File: config.mk
export PLATFORM = sky130hd
export DESIGN_NAME = base64_stream_decoder_flat
export DESIGN_NICKNAME = d
export VERILOG_FILES = /design/src/design/b64d_pkg.sv /design/src/design/b64d_stream_if.sv /design/src/design/b64d_queue.sv /design/src/design/b64d_front.sv /design/src/design/b64d_back.sv /design/src/design/base64_stream_decoder.sv /design/src/flat_wrapper.sv
export SDC_FILE = /design/constraint.sdc
export NUM_CORES = 1
export LEC_CHECK = 0
export CORE_MARGIN = 5
export CORE_UTILIZATION = 40
export CTS_CLUSTER_SIZE = 30
export DETAILED_ROUTE_END_ITERATION = 8
export DONT_BUFFER_PORTS = 1
export SLEW_MARGIN = 30
export SYNTH_ARGS = -nofsm -noshare
export SYNTH_HDL_FRONTEND = slang
export SYNTH_SLANG_ARGS = --single-unit
File: constraint.sdc
create_clock -name clk -period 2.4 [get_ports clk]
set_input_delay 0.24 -clock clk [delete_from_list [all_inputs] [get_ports clk]]
set_output_delay 0.24 -clock clk [all_outputs]
set_load 0.05 [all_outputs]
File: src/design/b64d_pkg.sv
// Types, codes and the character decode function for the Base64 stream decoder.
// No dependencies; every other design file except b64d_stream_if imports this package.
`default_nettype none

package b64d_pkg;

	localparam logic [7:0] PAD_CHAR = 8'h3D;

	typedef enum logic [1:0] {
		STATUS_OK       = 2'd0,
		STATUS_BAD_CHAR = 2'd1,
		STATUS_LENGTH   = 2'd2
	} status_t;

	typedef struct packed {
		logic [7:0] symbol;
		logic       end_of_text;
	} text_word_t;

	typedef struct packed {
		logic [7:0] data_byte;
		logic [1:0] status;
		logic       last_of_run;
	} data_word_t;

	// one decoded quartet (or a length error) waiting for the byte emitter
	typedef struct packed {
		logic [23:0] bits;
		logic [1:0]  count;
		status_t     status;
	} job_t;

	typedef struct packed {
		logic       invalid;
		logic [5:0] value;
	} sextet_t;

	function automatic sextet_t sextet_of(input logic [7:0] c);
		sextet_t    r;
		logic [7:0] d;
		r = '{invalid: 1'b1, value: 6'd0};
		d = 8'd0;
		if (c >= 8'h41 && c <= 8'h5A) begin
			d = c - 8'h41;
			r = '{invalid: 1'b0, value: d[5:0]};
		end else if (c >= 8'h61 && c <= 8'h7A) begin
			d = c - 8'd71;
			r = '{invalid: 1'b0, value: d[5:0]};
		end else if (c >= 8'h30 && c <= 8'h39) begin
			d = c + 8'd4;
			r = '{invalid: 1'b0, value: d[5:0]};
		end else if (c == 8'h2B) begin
			r = '{invalid: 1'b0, value: 6'd62};
		end else if (c == 8'h2F) begin
			r = '{invalid: 1'b0, value: 6'd63};
		end
		return r;
	endfunction

endpackage

`default_nettype wire

File: src/design/b64d_stream_if.sv
// Valid/ready stream channel carrying one word of a chosen payload type.
// Used for the character input and the byte output of the decoder.
`default_nettype none

interface b64d_stream_if #(
	parameter type payload_t = logic
) ();
	logic     valid;
	logic     ready;
	payload_t payload;

	modport source (output valid, output payload, input ready);
	modport sink (input valid, input payload, output ready);
endinterface

`default_nettype wire

File: src/design/b64d_queue.sv
// Short job queue between the quartet assembler and the byte emitter.
// Depends on b64d_pkg for the job type.
`default_nettype none

module b64d_queue #(
	parameter int DEPTH = 4
) (
	input  wire logic           clk,
	input  wire logic           arst_n,
	input  wire logic           push,
	input  wire b64d_pkg::job_t push_job,
	output logic                full,
	input  wire logic           pop,
	output logic                empty,
	output b64d_pkg::job_t      head
);
	import b64d_pkg::*;

	localparam int PtrW = (DEPTH > 1) ? $clog2(DEPTH) : 1;
	localparam int CntW = $clog2(DEPTH + 1);

	job_t            mem_q [DEPTH];
	logic [PtrW-1:0] wr_ptr_q;
	logic [PtrW-1:0] rd_ptr_q;
	logic [CntW-1:0] count_q;

	assign full  = (count_q == CntW'(DEPTH));
	assign empty = (count_q == '0);
	assign head  = mem_q[rd_ptr_q];

	always_ff @(posedge clk) begin
		if (push) begin
			mem_q[wr_ptr_q] <= push_job;
		end
	end

	always_ff @(posedge clk or negedge arst_n) begin
		if (!arst_n) begin
			wr_ptr_q <= '0;
			rd_ptr_q <= '0;
			count_q  <= '0;
		end else begin
			if (push) begin
				wr_ptr_q <= (wr_ptr_q == PtrW'(DEPTH - 1)) ? '0 : wr_ptr_q + 1'b1;
			end
			if (pop) begin
				rd_ptr_q <= (rd_ptr_q == PtrW'(DEPTH - 1)) ? '0 : rd_ptr_q + 1'b1;
			end
			if (push && !pop) begin
				count_q <= count_q + 1'b1;
			end else if (pop && !push) begin
				count_q <= count_q - 1'b1;
			end
		end
	end

endmodule

`default_nettype wire

File: src/design/b64d_front.sv
// Quartet assembler: accepts characters, decodes them, collects four sextets
// and pushes a job per completed quartet or length error. Depends on b64d_pkg.
`default_nettype none

module b64d_front (
	input  wire logic           clk,
	input  wire logic           arst_n,
	input  wire logic           in_fire,
	input  wire b64d_pkg::text_word_t in_word,
	output logic                push,
	output b64d_pkg::job_t      push_job
);
	import b64d_pkg::*;

	logic [17:0] acc_q;
	logic [1:0]  pos_q;
	logic        third_pad_q;
	logic        bad_q;

	sextet_t     sx;
	logic        is_pad;
	logic        bad;
	logic [5:0]  v;
	logic        eot;
	logic        drop_last;
	logic        drop_third;

	always_comb begin
		sx         = sextet_of(in_word.symbol);
		is_pad     = (in_word.symbol == PAD_CHAR);
		bad        = !is_pad && sx.invalid;
		v          = (is_pad || sx.invalid) ? 6'd0 : sx.value;
		eot        = in_word.end_of_text;
		drop_last  = eot && is_pad;
		drop_third = eot && third_pad_q;
	end

	always_comb begin
		push     = 1'b0;
		push_job = '{bits: 24'd0, count: 2'd1, status: STATUS_LENGTH};
		if (in_fire) begin
			if (pos_q == 2'd3) begin
				push          = 1'b1;
				push_job.bits = {acc_q, v};
				push_job.count = 2'd3 - {1'b0, drop_last} - {1'b0, drop_third};
				push_job.status = (bad_q || bad) ? STATUS_BAD_CHAR : STATUS_OK;
			end else if (eot) begin
				push = 1'b1;
			end
		end
	end

	always_ff @(posedge clk or negedge arst_n) begin
		if (!arst_n) begin
			acc_q       <= '0;
			pos_q       <= '0;
			third_pad_q <= 1'b0;
			bad_q       <= 1'b0;
		end else if (in_fire) begin
			if (pos_q == 2'd3 || eot) begin
				acc_q       <= '0;
				pos_q       <= '0;
				third_pad_q <= 1'b0;
				bad_q       <= 1'b0;
			end else begin
				acc_q <= {acc_q[11:0], v};
				pos_q <= pos_q + 2'd1;
				if (pos_q == 2'd0) begin
					bad_q       <= bad;
					third_pad_q <= 1'b0;
				end else begin
					bad_q <= bad_q || bad;
					if (pos_q == 2'd2) begin
						third_pad_q <= is_pad;
					end
				end
			end
		end
	end

endmodule

`default_nettype wire

File: src/design/b64d_back.sv
// Byte emitter: takes jobs from the queue and sends their bytes, most
// significant first, through a registered output stage. Depends on b64d_pkg.
`default_nettype none

module b64d_back (
	input  wire logic           clk,
	input  wire logic           arst_n,
	input  wire logic           empty,
	input  wire b64d_pkg::job_t head,
	output logic                pop,
	output logic                out_valid,
	input  wire logic           out_ready,
	output b64d_pkg::data_word_t out_word
);
	import b64d_pkg::*;

	logic [1:0] idx_q;
	logic       valid_q;
	data_word_t word_q;

	logic       load;
	logic       last;
	logic [7:0] sel_byte;

	always_comb begin
		load = !empty && (!valid_q || out_ready);
		last = ((idx_q + 2'd1) == head.count);
		pop  = load && last;
		case (idx_q)
			2'd0:    sel_byte = head.bits[23:16];
			2'd1:    sel_byte = head.bits[15:8];
			default: sel_byte = head.bits[7:0];
		endcase
	end

	assign out_valid = valid_q;
	assign out_word  = word_q;

	always_ff @(posedge clk) begin
		if (load) begin
			word_q.data_byte   <= sel_byte;
			word_q.status      <= head.status;
			word_q.last_of_run <= last;
		end
	end

	always_ff @(posedge clk or negedge arst_n) begin
		if (!arst_n) begin
			idx_q   <= '0;
			valid_q <= 1'b0;
		end else begin
			if (load) begin
				valid_q <= 1'b1;
				idx_q   <= last ? 2'd0 : idx_q + 2'd1;
			end else if (out_ready) begin
				valid_q <= 1'b0;
			end
		end
	end

endmodule

`default_nettype wire

File: src/design/base64_stream_decoder.sv
// Base64 stream decoder top level: front assembler, job queue and byte emitter.
// Depends on b64d_pkg, b64d_stream_if, b64d_front, b64d_queue and b64d_back.
//
// Usage:
//   text: one character word per handshake, symbol plus end_of_text.
//   data: decoded byte words with status and last_of_run.
//   Each fourth character of a quartet yields three bytes (fewer for a padded
//   final quartet); end of text inside a quartet yields one length-error word.
//   Other characters yield nothing.
// Timing:
//   A quartet's job passes through the job queue and the registered output
//   stage; its bytes follow one per cycle while data.ready is high.
//   One character is accepted per cycle while the job queue is not full; the
//   emitter sends one byte per cycle, so four characters per three bytes
//   let it keep pace with the input without backing up.
// Reset and stalls:
//   arst_n clears the quartet state, the queue and the output stage.
//   A stalled receiver holds the output word; the queue of QUEUE_DEPTH jobs
//   fills and text.ready drops only when it is full.
`default_nettype none

module base64_stream_decoder #(
	parameter int QUEUE_DEPTH = 4
) (
	input wire logic      clk,
	input wire logic      arst_n,
	b64d_stream_if.sink   text,
	b64d_stream_if.source data
);
	import b64d_pkg::*;

	logic       full;
	logic       empty;
	logic       push;
	logic       pop;
	job_t       push_job;
	job_t       head;
	logic       in_fire;
	data_word_t out_word;

	assign text.ready   = !full;
	assign in_fire      = text.valid && !full;
	assign data.payload = out_word;

	b64d_front u_front (
		.clk      (clk),
		.arst_n   (arst_n),
		.in_fire  (in_fire),
		.in_word  (text.payload),
		.push     (push),
		.push_job (push_job)
	);

	b64d_queue #(
		.DEPTH (QUEUE_DEPTH)
	) u_queue (
		.clk      (clk),
		.arst_n   (arst_n),
		.push     (push),
		.push_job (push_job),
		.full     (full),
		.pop      (pop),
		.empty    (empty),
		.head     (head)
	);

	b64d_back u_back (
		.clk       (clk),
		.arst_n    (arst_n),
		.empty     (empty),
		.head      (head),
		.pop       (pop),
		.out_valid (data.valid),
		.out_ready (data.ready),
		.out_word  (out_word)
	);

endmodule

`default_nettype wire

File: src/flat_wrapper.sv
// flat-port wrapper written by rule: the top's interface ports become plain ports
module base64_stream_decoder_flat import b64d_pkg::*;
#(
	parameter int QUEUE_DEPTH = 4
)
  (clk, arst_n, text_valid, text_payload, text_ready, data_valid, data_payload, data_ready);
  b64d_stream_if text_i ();
  b64d_stream_if data_i ();
  input wire logic clk;
  input wire logic arst_n;
  input wire logic [$bits(text_i.valid)-1:0] text_valid;
  input wire logic [$bits(text_i.payload)-1:0] text_payload;
  output wire logic [$bits(text_i.ready)-1:0] text_ready;
  output wire logic [$bits(data_i.valid)-1:0] data_valid;
  output wire logic [$bits(data_i.payload)-1:0] data_payload;
  input wire logic [$bits(data_i.ready)-1:0] data_ready;
  assign text_i.valid = text_valid;
  assign text_i.payload = text_payload;
  assign text_ready = text_i.ready;
  assign data_valid = data_i.valid;
  assign data_payload = data_i.payload;
  assign data_i.ready = data_ready;
  base64_stream_decoder #(.QUEUE_DEPTH(QUEUE_DEPTH)) u_core (.clk(clk), .arst_n(arst_n), .text(text_i), .data(data_i));
endmodule
==> results.md, run 1 <==
* P per Cell Area at 1348 nW/um^2
* Die ar. at 3165 sq um
* Net Sw Power at 0.0005087 W
* Core area at 2002 sq um
* Slew Limit Headroom at 60.82%
* Post-Layout Cell Count at 109
* Cell internal pwr at 0.0008592 W
* TNS Setup at 0 ns
* Worst Max-Slew Pin Slew at 0.5858 ns
* #FFs+latches synth at 17
* Largest net degree at the start of global routing at 13
* Share of layout cells above drive strength 1 at 26.83%
* Initial drt markers at 1
* Synth warn at 0
* Worst Setup End Kind: flop
* CTS Sinks at 17
* Maximum VDD drop at 601.8 uV
* Worst Hold Class: in -> reg
* Root Buffer: clkbuf_4
* Post-Syn Area per Cell at 12.40 sq um
* Worst Path Max Fanout at 2
* Final min period at 2.314 ns
* Boundary pin count at 8
* Total grt overflow at 0
* Type of origin of the critical path: flop
* Fin. Hold Viols at 0
* Synthesized instance count at 69
* Fin util at 50.69%
* RSZ-0062 raised after global routing: false
* Area growth, synth to finish at 18.57%
* Number of max-cap violations at 0
* Maximum root-to-sink buffer count at 2
* Vias in the first global route at 506
* Critical path required time at 2.59 ns
* Worst Clk Skew at 0.001320 ns
* TritonCTS Buffers at 3
* First-pass GRT wire length at 2339 microns
* Total power at 0.001368 W
* Routed Antenna Nets at 0
* Crit path largest cell delay at 0.55 ns
* Mean routed wirelength per cell at 12.13 microns
* TritonCTS clock tree: yes
* Initial antenna violation count at 0
* Max Fclk at 432.1 MHz
* Die Wd at 56.26 microns
* Synth cell types at 25
* # DRC at 0
* Final period util at 96.44%
* Leak pwr at 0.4603 nW
* Part of the power in registers at 40.6%
* Mapped cell area at 855.8 sq um
* Vias per cell at 4.688
* PortBufs at 0
* Critical path class: reg -> reg
* WP data arrival at 2.50 ns
* Post-synthesis sequential area ratio at 52.63%
* Via count at 511
* Mapped Nets at 82
* Combinational Power Share at 48.2%
* Initial DRT Pass Iterations at 4
* Starting Density at 42.75%
* GRT Util Overall at 9.947%
* Chip Height at 56.26 microns
* Switching portion of total power at 37.19%
* Worst path cell trace: mux4_2 -> xor2_2 -> nand2b_4 -> ha_4 -> inv_1 -> fa_2 -> mux2_2
* H-tree depth at 1
* Clock latency at the later pin of the worst-skew pair at 0.29 ns
* Final nets at 96
* Hpwl dp at 964.6 microns
* Max stage delay cell, worst path: mux4_2
* Setup Viol. Count Final at 0
* Inst Count DP at 102
* Clk slew on worst S/H paths at 0.10 ns
* Fin. max-slew vios at 0
* Status: complete, no violations
* Global placer's final weighted congestion at 0.6286
* Diodes inserted at 0
* Placement row count at 16
* DRT Wirelength at 1322 microns
* Clock power share at 11.2%
-- routing by layer --
layer / vias to the layer above / wire length (microns) / track usage, % / share of wire (%)
li1: 262 / - / - / -
met1: 237 / 594 / 12.09 / 45
met2: 10 / 626 / 14.19 / 47
met3: 2 / 91 / 5.963 / 6.9
met4: 0 / 10 / 4.068 / 0.76
met5: - / 0 / 0 / 0
-- critical path, delay by kind of cell (launching register included) --
kind / cells / cell delay, ns
simple gates: 1 / 0.16
flops: 1 / 0.39
fa+ha+maj: 2 / 0.60
buf+inv: 1 / 0.08
mux: 2 / 0.82
xor+xnor: 1 / 0.17
-- synth_stat cells (all sizes together) --
library cell  number  area (sq um)
or3b               1         8.760
a21o               1         7.510
dfrtp             12         300.3
nor2               8         30.03
edfxtp             5         150.1
nand2b             2         20.02
nor3               2         10.01
xor2               3         26.28
and2               4         25.02
xnor2              1         8.760
o21ai              3         15.01
mux2               5         63.81
ha                 7         87.58
fa                 1         20.02
nor2b              1         6.260
inv                3         11.26
mux4               1         22.52
and3               1         6.260
nand2              6         22.52
o31ai              1         7.510
nor4               1         6.260
-- stage by stage --
step	worst slack, ns	cell area, sq um	hold slack (ns)
2_1_floorplan	0.02966	865.8	-0.05559
3_5_place_dp	-0.001874	944.7	-0.05516
6_report	0.08555	1015	0.1226
5_1_grt	0.002156	1015	0.09854
4_1_cts	0.02800	1005	0.09019
3_3_place_gp	0.02346	944.7	-0.05516
-- layout by cell type, fill, tap and decap left out, types with 3 or more instances in the layout --
| cell | synthesis | final |
|---|---|---|
| and2_1 | 4 | 4 |
| buf_4 | 0 | 8 |
| clkbuf_4 | 0 | 3 |
| dfrtp_1 | 12 | 12 |
| edfxtp_1 | 5 | 5 |
| ha_1 | 7 | 6 |
| inv_1 | 3 | 3 |
| nand2_1 | 6 | 6 |
| nor2_1 | 8 | 7 |
-- final cells by class --
type / count / area, sq um
Fill cell: 188 / 987.2
Sequential cell: 17 / 450.4
Multi-Input combinational cell: 49 / 421.7
Timing Repair Buffer: 9 / 70.07
Tap cell: 27 / 33.78
Clock buffer: 3 / 22.52
Inverter: 3 / 11.26
Clock inverter: 1 / 5.005
-- final timing paths --
kind	from	endpoint	slack, ns	cells after the start
max	u_core.u_queue.rd_ptr_q[0]	u_core.u_queue.count_q[1]	0.09	7
min reg2reg	u_core.u_front.pos_q[1]	u_core.u_front.pos_q[1]	0.50	2
min in group asynchronous	arst_n	u_core.u_queue.rd_ptr_q[0]	0.38	1
max in group asynchronous	arst_n	u_core.u_front.pos_q[1]	1.64	1
max reg2reg	u_core.u_queue.rd_ptr_q[0]	u_core.u_queue.count_q[1]	0.09	7
min	text_payload	u_core.u_front.pos_q[1]	0.12	3
-- sequential cells by signal, indices dropped and copies added (netlist names) --
| register | count |
|---|---|
| u_core.u_queue.wr_ptr_q | 2 |
| u_core.u_back.out_word | 1 |
| u_core.u_queue.count_q | 3 |
| u_core.u_back.out_valid | 1 |
| u_core.u_queue.rd_ptr_q | 2 |
| u_core.u_queue.mem_q | 4 |
| u_core.u_back.idx_q | 2 |
| u_core.u_front.pos_q | 2 |
-- power by group through the flow --
stage                     registers [W]  clock network, W  logic (W)
after floorplan                0.000555                 0   0.000428
after global placement         0.000560                 0   0.000565
after detailed placement       0.000564                 0   0.000583
after CTS                      0.000558          0.000167   0.000641
after global routing           0.000576          0.000182   0.000736
final                          0.000555          0.000153   0.000659
-- cell families (layout without fill, tap and decap cells) --
kind of cell	count (synthesis)	in the layout	synth area share [%]
AND/OR/NAND/NOR	26	26	15.79
flip-flops	17	17	52.63
adder cells (fa/ha/maj)	8	8	12.57
multiplexers	6	6	10.09
AO/OA/AOI/OAI	5	5	3.509
XOR/XNOR	4	4	4.094
buffers and inverters	3	16	1.316
-- timing repair --
item                                    CTS  global route
pin swaps                                 2             2
resized for setup                         3             1
endpoints found under the setup margin    1             2
hold endpoints to repair                 12             0
buffers inserted                          1             1
hold buffers                              1             0
No activity file was read; power rests on OpenSTA's default activity.
==> run 2: changes to the inputs <==
==> constraint.sdc (replaced) <==
create_clock -name clk -period 2.24 [get_ports clk]
set_input_delay 0.224 -clock clk [delete_from_list [all_inputs] [get_ports clk]]
set_output_delay 0.224 -clock clk [all_outputs]
set_load 0.05 [all_outputs]
==> results.md, run 2 (same netlist as run 1, synthesis figures left out) <==
* Status: finished with violations
* Failing checks: negative setup slack
* RSZ-0062 raised after global routing: true
* Hpwl dp at 953.9 microns (-1.1%)
* Largest net degree at the start of global routing at 13 (unchanged)
* Number of max-cap violations at 0 (unchanged)
* Total power at 0.001436 W (+5.0%)
* P per Cell Area at 1401 nW/um^2 (+3.9%)
* Placement row count at 16 (unchanged)
* Maximum VDD drop at 691.2 uV (+15%)
* Share of layout cells above drive strength 1 at 28.92% (+2.1 points)
* # DRC at 0 (unchanged)
* Type of origin of the critical path: flop
* TritonCTS clock tree: yes
* Chip Height at 56.26 microns (unchanged)
* Critical path class: reg -> reg
* Final period util at 101.0% (+4.5 points)
* Commonest cells after routing, fill and taps aside: dfrtp_1 (12), buf_4 (9), nor2_1 (7)
* Worst Setup End Kind: flop
* Via count at 517 (+1.2%)
* Clock latency at the later pin of the worst-skew pair at 0.30 ns (about the same)
* Final min period at 2.262 ns (-0.05288 ns)
* Area growth, synth to finish at 19.74%
* Fillers at 181 (-3.7%)
* H-tree depth at 1 (unchanged)
* Vias in the first global route at 537 (+6.1%)
* Die ar. at 3165 sq um (unchanged)
* Diodes inserted at 0 (unchanged)
* Fin. Hold Viols at 0 (unchanged)
* Critical register-to-register path startpoint: u_core.u_queue.rd_ptr_q[0]
* Fin. max-slew vios at 0 (unchanged)
* Worst Clk Skew at 0.009164 ns (+0.007844 ns)
* Routed Antenna Nets at 0 (unchanged)
* Worst Hold Class: in -> reg
* Most flop-heavy register: u_core.u_queue.mem_q
* Boundary pin count at 8 (unchanged)
* Total grt overflow at 0 (unchanged)
* TritonCTS Buffers at 3 (unchanged)
* Vias per cell at 4.700 (+0.25%)
* Initial drt markers at 4 (+3)
* Core area at 2002 sq um (unchanged)
* Hold path startpoint: text_payload
* Starting Density at 42.75% (unchanged)
* Initial antenna violation count at 0 (unchanged)
* Clk slew on worst S/H paths at 0.10 ns (about the same)
* Hold slack at 0.09104 ns (-0.03154 ns)
* Largest regs: u_core.u_queue.mem_q x4, u_core.u_queue.count_q x3
* Max Fclk at 442.2 MHz (+2.3%)
* Commonest non-fill, non-tap cell in the layout: dfrtp_1
* Slew Limit Headroom at 62.71% (+1.9 points)
* Final WS setup at -0.02156 ns (-0.1071 ns)
* CTS Sinks at 17 (unchanged)
* Flip-flop count of the largest register after layout at 4 (unchanged)
* WP data arrival at 2.45 ns (-0.05 ns)
* Fin util at 51.19% (+0.50 points)
* First-pass GRT wire length at 2256 microns (-3.5%)
* PortBufs at 0 (unchanged)
* Critical path required time at 2.43 ns (-0.16 ns)
* DRT Wirelength at 1232 microns (-6.8%)
* DP Worst Slack at -0.04883 ns (-0.04696 ns)
* Global placer's final weighted congestion at 0.6881 (+9.5%)
* Mean routed wirelength per cell at 11.20 microns (-7.7%)
* Critical path origin: u_core.u_queue.rd_ptr_q[0]
* Leak pwr at 0.4616 nW (+0.29%)
* Root Buffer: clkbuf_4
* Worst Path Max Fanout at 2 (unchanged)
* Worst Max-Slew Pin Slew at 0.5575 ns (-0.02828 ns)
* Setup Viol. Count Final at 1 (+1)
* GRT Util Overall at 9.581% (-0.37 points)
* Final nets at 97 (+1.0%)
* Maximum root-to-sink buffer count at 2 (unchanged)
* Die Wd at 56.26 microns (unchanged)
* Initial DRT Pass Iterations at 2 (-2)
-- run 2: cell count changes in the layout (fill, tap and decap cells not counted), sizes merged --
cell,delta
buf,+1
clkinv,-1
clkinvlp,+1
-- run 2: area by class of cell --
| type | count | area (sq um) | share of cell area (%) |
|---|---|---|---|
| inverters | 3 | 11.26 | 1.099 |
| multi-input cells | 49 | 421.7 | 41.15 |
| well taps | 27 | 33.78 | 3.297 |
| flip-flops and latches | 17 | 450.4 | 43.96 |
| clock buffers | 3 | 22.52 | 2.198 |
| clock inverters | 1 | 7.507 | 0.7326 |
| repair buffers | 10 | 77.57 | 7.570 |
-- run 2: critical path, stage by stage, from the launching register on --
cell	delay (ns)
dfrtp_1	0.38
mux4_2	0.55
xor2_2	0.17
nand2b_4	0.16
ha_4	0.17
inv_2	0.05
fa_2	0.41
mux2_2	0.26
-- run 2: layer usage --
layer | global-route usage (%) | vias up | wire, microns | part of all wire (%)
li1 | - | 262 | - | -
met4 | 4.068 | 0 | 27 | 2.2
met3 | 5.963 | 5 | 91 | 7.4
met5 | 0 | - | 0 | 0
met1 | 10.85 | 241 | 518 | 42
met2 | 14.36 | 9 | 594 | 48
-- run 2: power by group --
group / internal, W / total (W) / switching [W]
registers: 0.000453 / 0.000598 / 0.000145
logic: 0.000378 / 0.000669 / 0.000291
clock network: 0.0000681 / 0.000169 / 0.000101
total: 0.000900 / 0.00144 / 0.000536
-- run 2: worst paths after layout --
kind / depth (start not counted) / slack [ns] / end
min in group asynchronous: 1 / 0.34 / u_core.u_queue.rd_ptr_q[0]
setup / recovery: 7 / -0.02 / u_core.u_queue.count_q[1]
max in group asynchronous: 1 / 1.53 / u_core.u_queue.count_q[1]
hold reg to reg: 1 / 0.49 / u_core.u_queue.count_q[2]
hold / removal: 3 / 0.09 / u_core.u_front.pos_q[1]
setup reg to reg: 7 / -0.02 / u_core.u_queue.count_q[1]
-- run 2: per-stage QoR --
| step | area [sq um] | cells | TNS [ns] |
|---|---|---|---|
| floorplan | 880.8 | 69 | -0.08095 |
| global placement | 974.7 | 104 | -0.007510 |
| detailed placement | 974.7 | 104 | -0.05785 |
| CTS | 1015 | 109 | -0.05857 |
| global route | 1025 | 110 | -0.1989 |
| finish | 1025 | 110 | -0.02156 |
-- run 2: what timing repair did --
item                                    4_1_cts  5_1_grt
resized for setup                             0        1
setup buffers                                 0        1
endpoints found under the setup margin        2        2
hold endpoints to repair                     12        0
pin swaps                                     1        1
hold buffers                                  1        0
==> run 3: changes to the inputs <==
--- a/config.mk
+++ b/config.mk
@@ -6,10 +6,11 @@
 export NUM_CORES = 1
 export LEC_CHECK = 0
 export CORE_MARGIN = 5
-export CORE_UTILIZATION = 40
+export CORE_UTILIZATION = 55
 export CTS_CLUSTER_SIZE = 30
 export DETAILED_ROUTE_END_ITERATION = 8
 export DONT_BUFFER_PORTS = 1
+export PLACE_DENSITY = 0.7
 export SLEW_MARGIN = 30
 export SYNTH_ARGS = -nofsm -noshare
 export SYNTH_HDL_FRONTEND = slang
==> results.md, run 3 (same netlist as run 1, synthesis figures left out) <==
* First-pass GRT wire length at 2394 microns (+6.1%)
* Hpwl dp at 962.4 microns (+0.89%)
* WP data arrival at 2.51 ns (+0.06 ns)
* Leak pwr at 0.4920 nW (+6.6%)
* Vias in the first global route at 567 (+5.6%)
* Die ar. at 2445 sq um (-23%)
* Largest regs: u_core.u_queue.mem_q x4, u_core.u_queue.count_q x3
* DRT Wirelength at 1406 microns (+14%)
* Initial antenna violation count at 0 (unchanged)
* Chip Height at 49.45 microns (-12%)
* Crit path largest cell delay at 0.55 ns (about the same)
* Die Wd at 49.45 microns (-12%)
* Worst Hold Class: in -> reg
* Maximum root-to-sink buffer count at 2 (unchanged)
* Share of layout cells above drive strength 1 at 30.68% (+1.8 points)
* TNS Setup at -0.08762 ns (-0.06606 ns)
* # DRC at 0 (unchanged)
* Vias per cell at 5.250 (+12%)
* Commonest non-fill, non-tap cell in the layout: buf_4
* Area growth, synth to finish at 22.22%
* Fin area at 1046 sq um (+2.1%)
* Worst Clk Skew at 0.0006799 ns (-0.008484 ns)
* CTS Sinks at 17 (unchanged)
* Total grt overflow at 0 (unchanged)
* Starting Density at 57.48% (+15 points)
* Maximum VDD drop at 780.4 uV (+13%)
* Final min period at 2.293 ns (+0.03109 ns)
* Global placer's final weighted congestion at 0.6936 (+0.80%)
* Hold slack at 0.09014 ns (-0.0009019 ns)
* Clock latency at the later pin of the worst-skew pair at 0.29 ns (about the same)
* Flip-flop count of the largest register after layout at 4 (unchanged)
* H-tree depth at 1 (unchanged)
* Type of origin of the critical path: flop
* Worst Path Max Fanout at 2 (unchanged)
* Max stage delay cell, worst path: mux4_2
* Slew Limit Headroom at 61.86% (-0.85 points)
* Largest net degree at the start of global routing at 13 (unchanged)
* Max Fclk at 436.2 MHz (-1.4%)
* Commonest cells after routing, fill and taps aside: buf_4 (14), dfrtp_1 (12), nor2_1 (8)
* Hold Path Depth at 3 (unchanged)
* TritonCTS Buffers at 3 (unchanged)
* Diodes inserted at 0 (unchanged)
* Worst path cell trace: mux4_2 -> xor2_2 -> nand2b_4 -> ha_4 -> inv_2 -> fa_2 -> xor2_1 -> nor2_1 -> xor2_1
* Core area at 1489 sq um (-26%)
* Critical path required time at 2.46 ns (+0.03 ns)
* Mean routed wirelength per cell at 13.52 microns (+21%)
* Fin util at 70.25% (+19 points)
* Worst Max-Slew Pin Slew at 0.5702 ns (+0.01274 ns)
* Fin. max-slew vios at 0 (unchanged)
* TritonCTS clock tree: yes
* Final period util at 102.4% (+1.4 points)
* DP Area at 960.9 sq um (-1.4%)
* Most flop-heavy register: u_core.u_queue.mem_q
* PortBufs at 0 (unchanged)
* RSZ-0062 raised after global routing: true
* Total power at 0.001593 W (+11%)
* Worst Setup End Kind: flop
* Worst reg2reg path depth at 9 (+2)
* Initial drt markers at 13 (+9)
* P per Cell Area at 1523 nW/um^2 (+8.7%)
* Number of max-cap violations at 0 (unchanged)
* Fin. Hold Viols at 0 (unchanged)
* Via count at 546 (+5.6%)
* Final nets at 102 (+5.2%)
* Placement row count at 14 (-2)
* Final WS setup at -0.05266 ns (-0.03109 ns)
* Root Buffer: clkbuf_4
* Most used cell, CP: xor2_1
* Initial DRT Pass Iterations at 4 (+2)
* Status: finished with violations
* Routed Antenna Nets at 0 (unchanged)
* Setup Viol. Count Final at 2 (+1)
* Boundary pin count at 8 (unchanged)
* Clk slew on worst S/H paths at 0.10 ns (about the same)
* Failing checks: negative setup slack
* GRT Util Overall at 13.16% (+3.6 points)
* Fillers at 110 (-39%)
* Critical path class: reg -> reg
run 3: cell count changes in the layout (fill, tap and decap cells not counted), sizes merged:
cell | previous run | this run
clkbuf | 3 | 4
clkinvlp | 1 | 0
buf | 9 | 14
run 3: per-stage QoR:
step	instances	setup WS [ns]
floorplan	69	-0.06008
global route	104	-0.2062
CTS	102	-0.02290
detailed placement	93	-0.06122
global placement	93	-0.004969
finish	104	-0.05266
run 3: what timing repair did:
action | 4_1_cts | 5_1_grt
setup buffers | 4 | 2
pin swaps | 2 | 0
hold buffers | 1 | 0
gates resized for setup | 1 | 0
endpoints found under the setup margin | 2 | 2
hold endpoints to repair | 12 | 0
run 3: area by class of cell:
cell class              instances  area [sq um]  share of cell area (%)
repair buffers                 15         115.1                   11.00
clock buffers                   4         26.28                   2.512
inverters                       3         11.26                   1.077
flip-flops and latches         17         450.4                   43.06
multi-input cells              49         422.9                   40.43
well taps                      16         20.02                   1.914
run 3: power breakdown:
| part | internal [W] | switching, W | leakage, nW |
|---|---|---|---|
| registers | 0.000453 | 0.000149 | 0.190 |
| logic | 0.000483 | 0.000341 | 0.287 |
| clock network | 0.0000692 | 0.0000974 | 0.0150 |
| total | 0.00101 | 0.000588 | 0.492 |
run 3: metal layers:
layer	up-vias	global-route usage [%]	share of wire [%]	routed length [microns]
li1	271	-	-	-
met1	266	14.15	44	625
met5	-	0	0	0
met3	2	3.364	3.7	52
met4	0	7.860	0.57	8
met2	7	22.75	51	719
run 3: worst max-delay path, delay by kind of cell (launching register included):
family / cells / cell delay (ns)
and+or+nand+nor: 2 / 0.30
xor gates and xnor gates: 3 / 0.48
buffers and inverters: 1 / 0.03
adders and majority gates: 2 / 0.46
muxes: 1 / 0.55
DFF: 1 / 0.38
run 3: worst paths after layout:
check,from,end,slack (ns)
max,u_core.u_queue.rd_ptr_q[0],u_core.u_queue.count_q[2],-0.05
min,text_payload,u_core.u_front.pos_q[1],0.09
max reg2reg,u_core.u_queue.rd_ptr_q[0],u_core.u_queue.count_q[2],-0.05
min reg2reg,u_core.u_front.pos_q[1],u_core.u_front.pos_q[1],0.50
max in group asynchronous,arst_n,u_core.u_queue.count_q[2],1.51
min in group asynchronous,arst_n,u_core.u_queue.rd_ptr_q[0],0.36
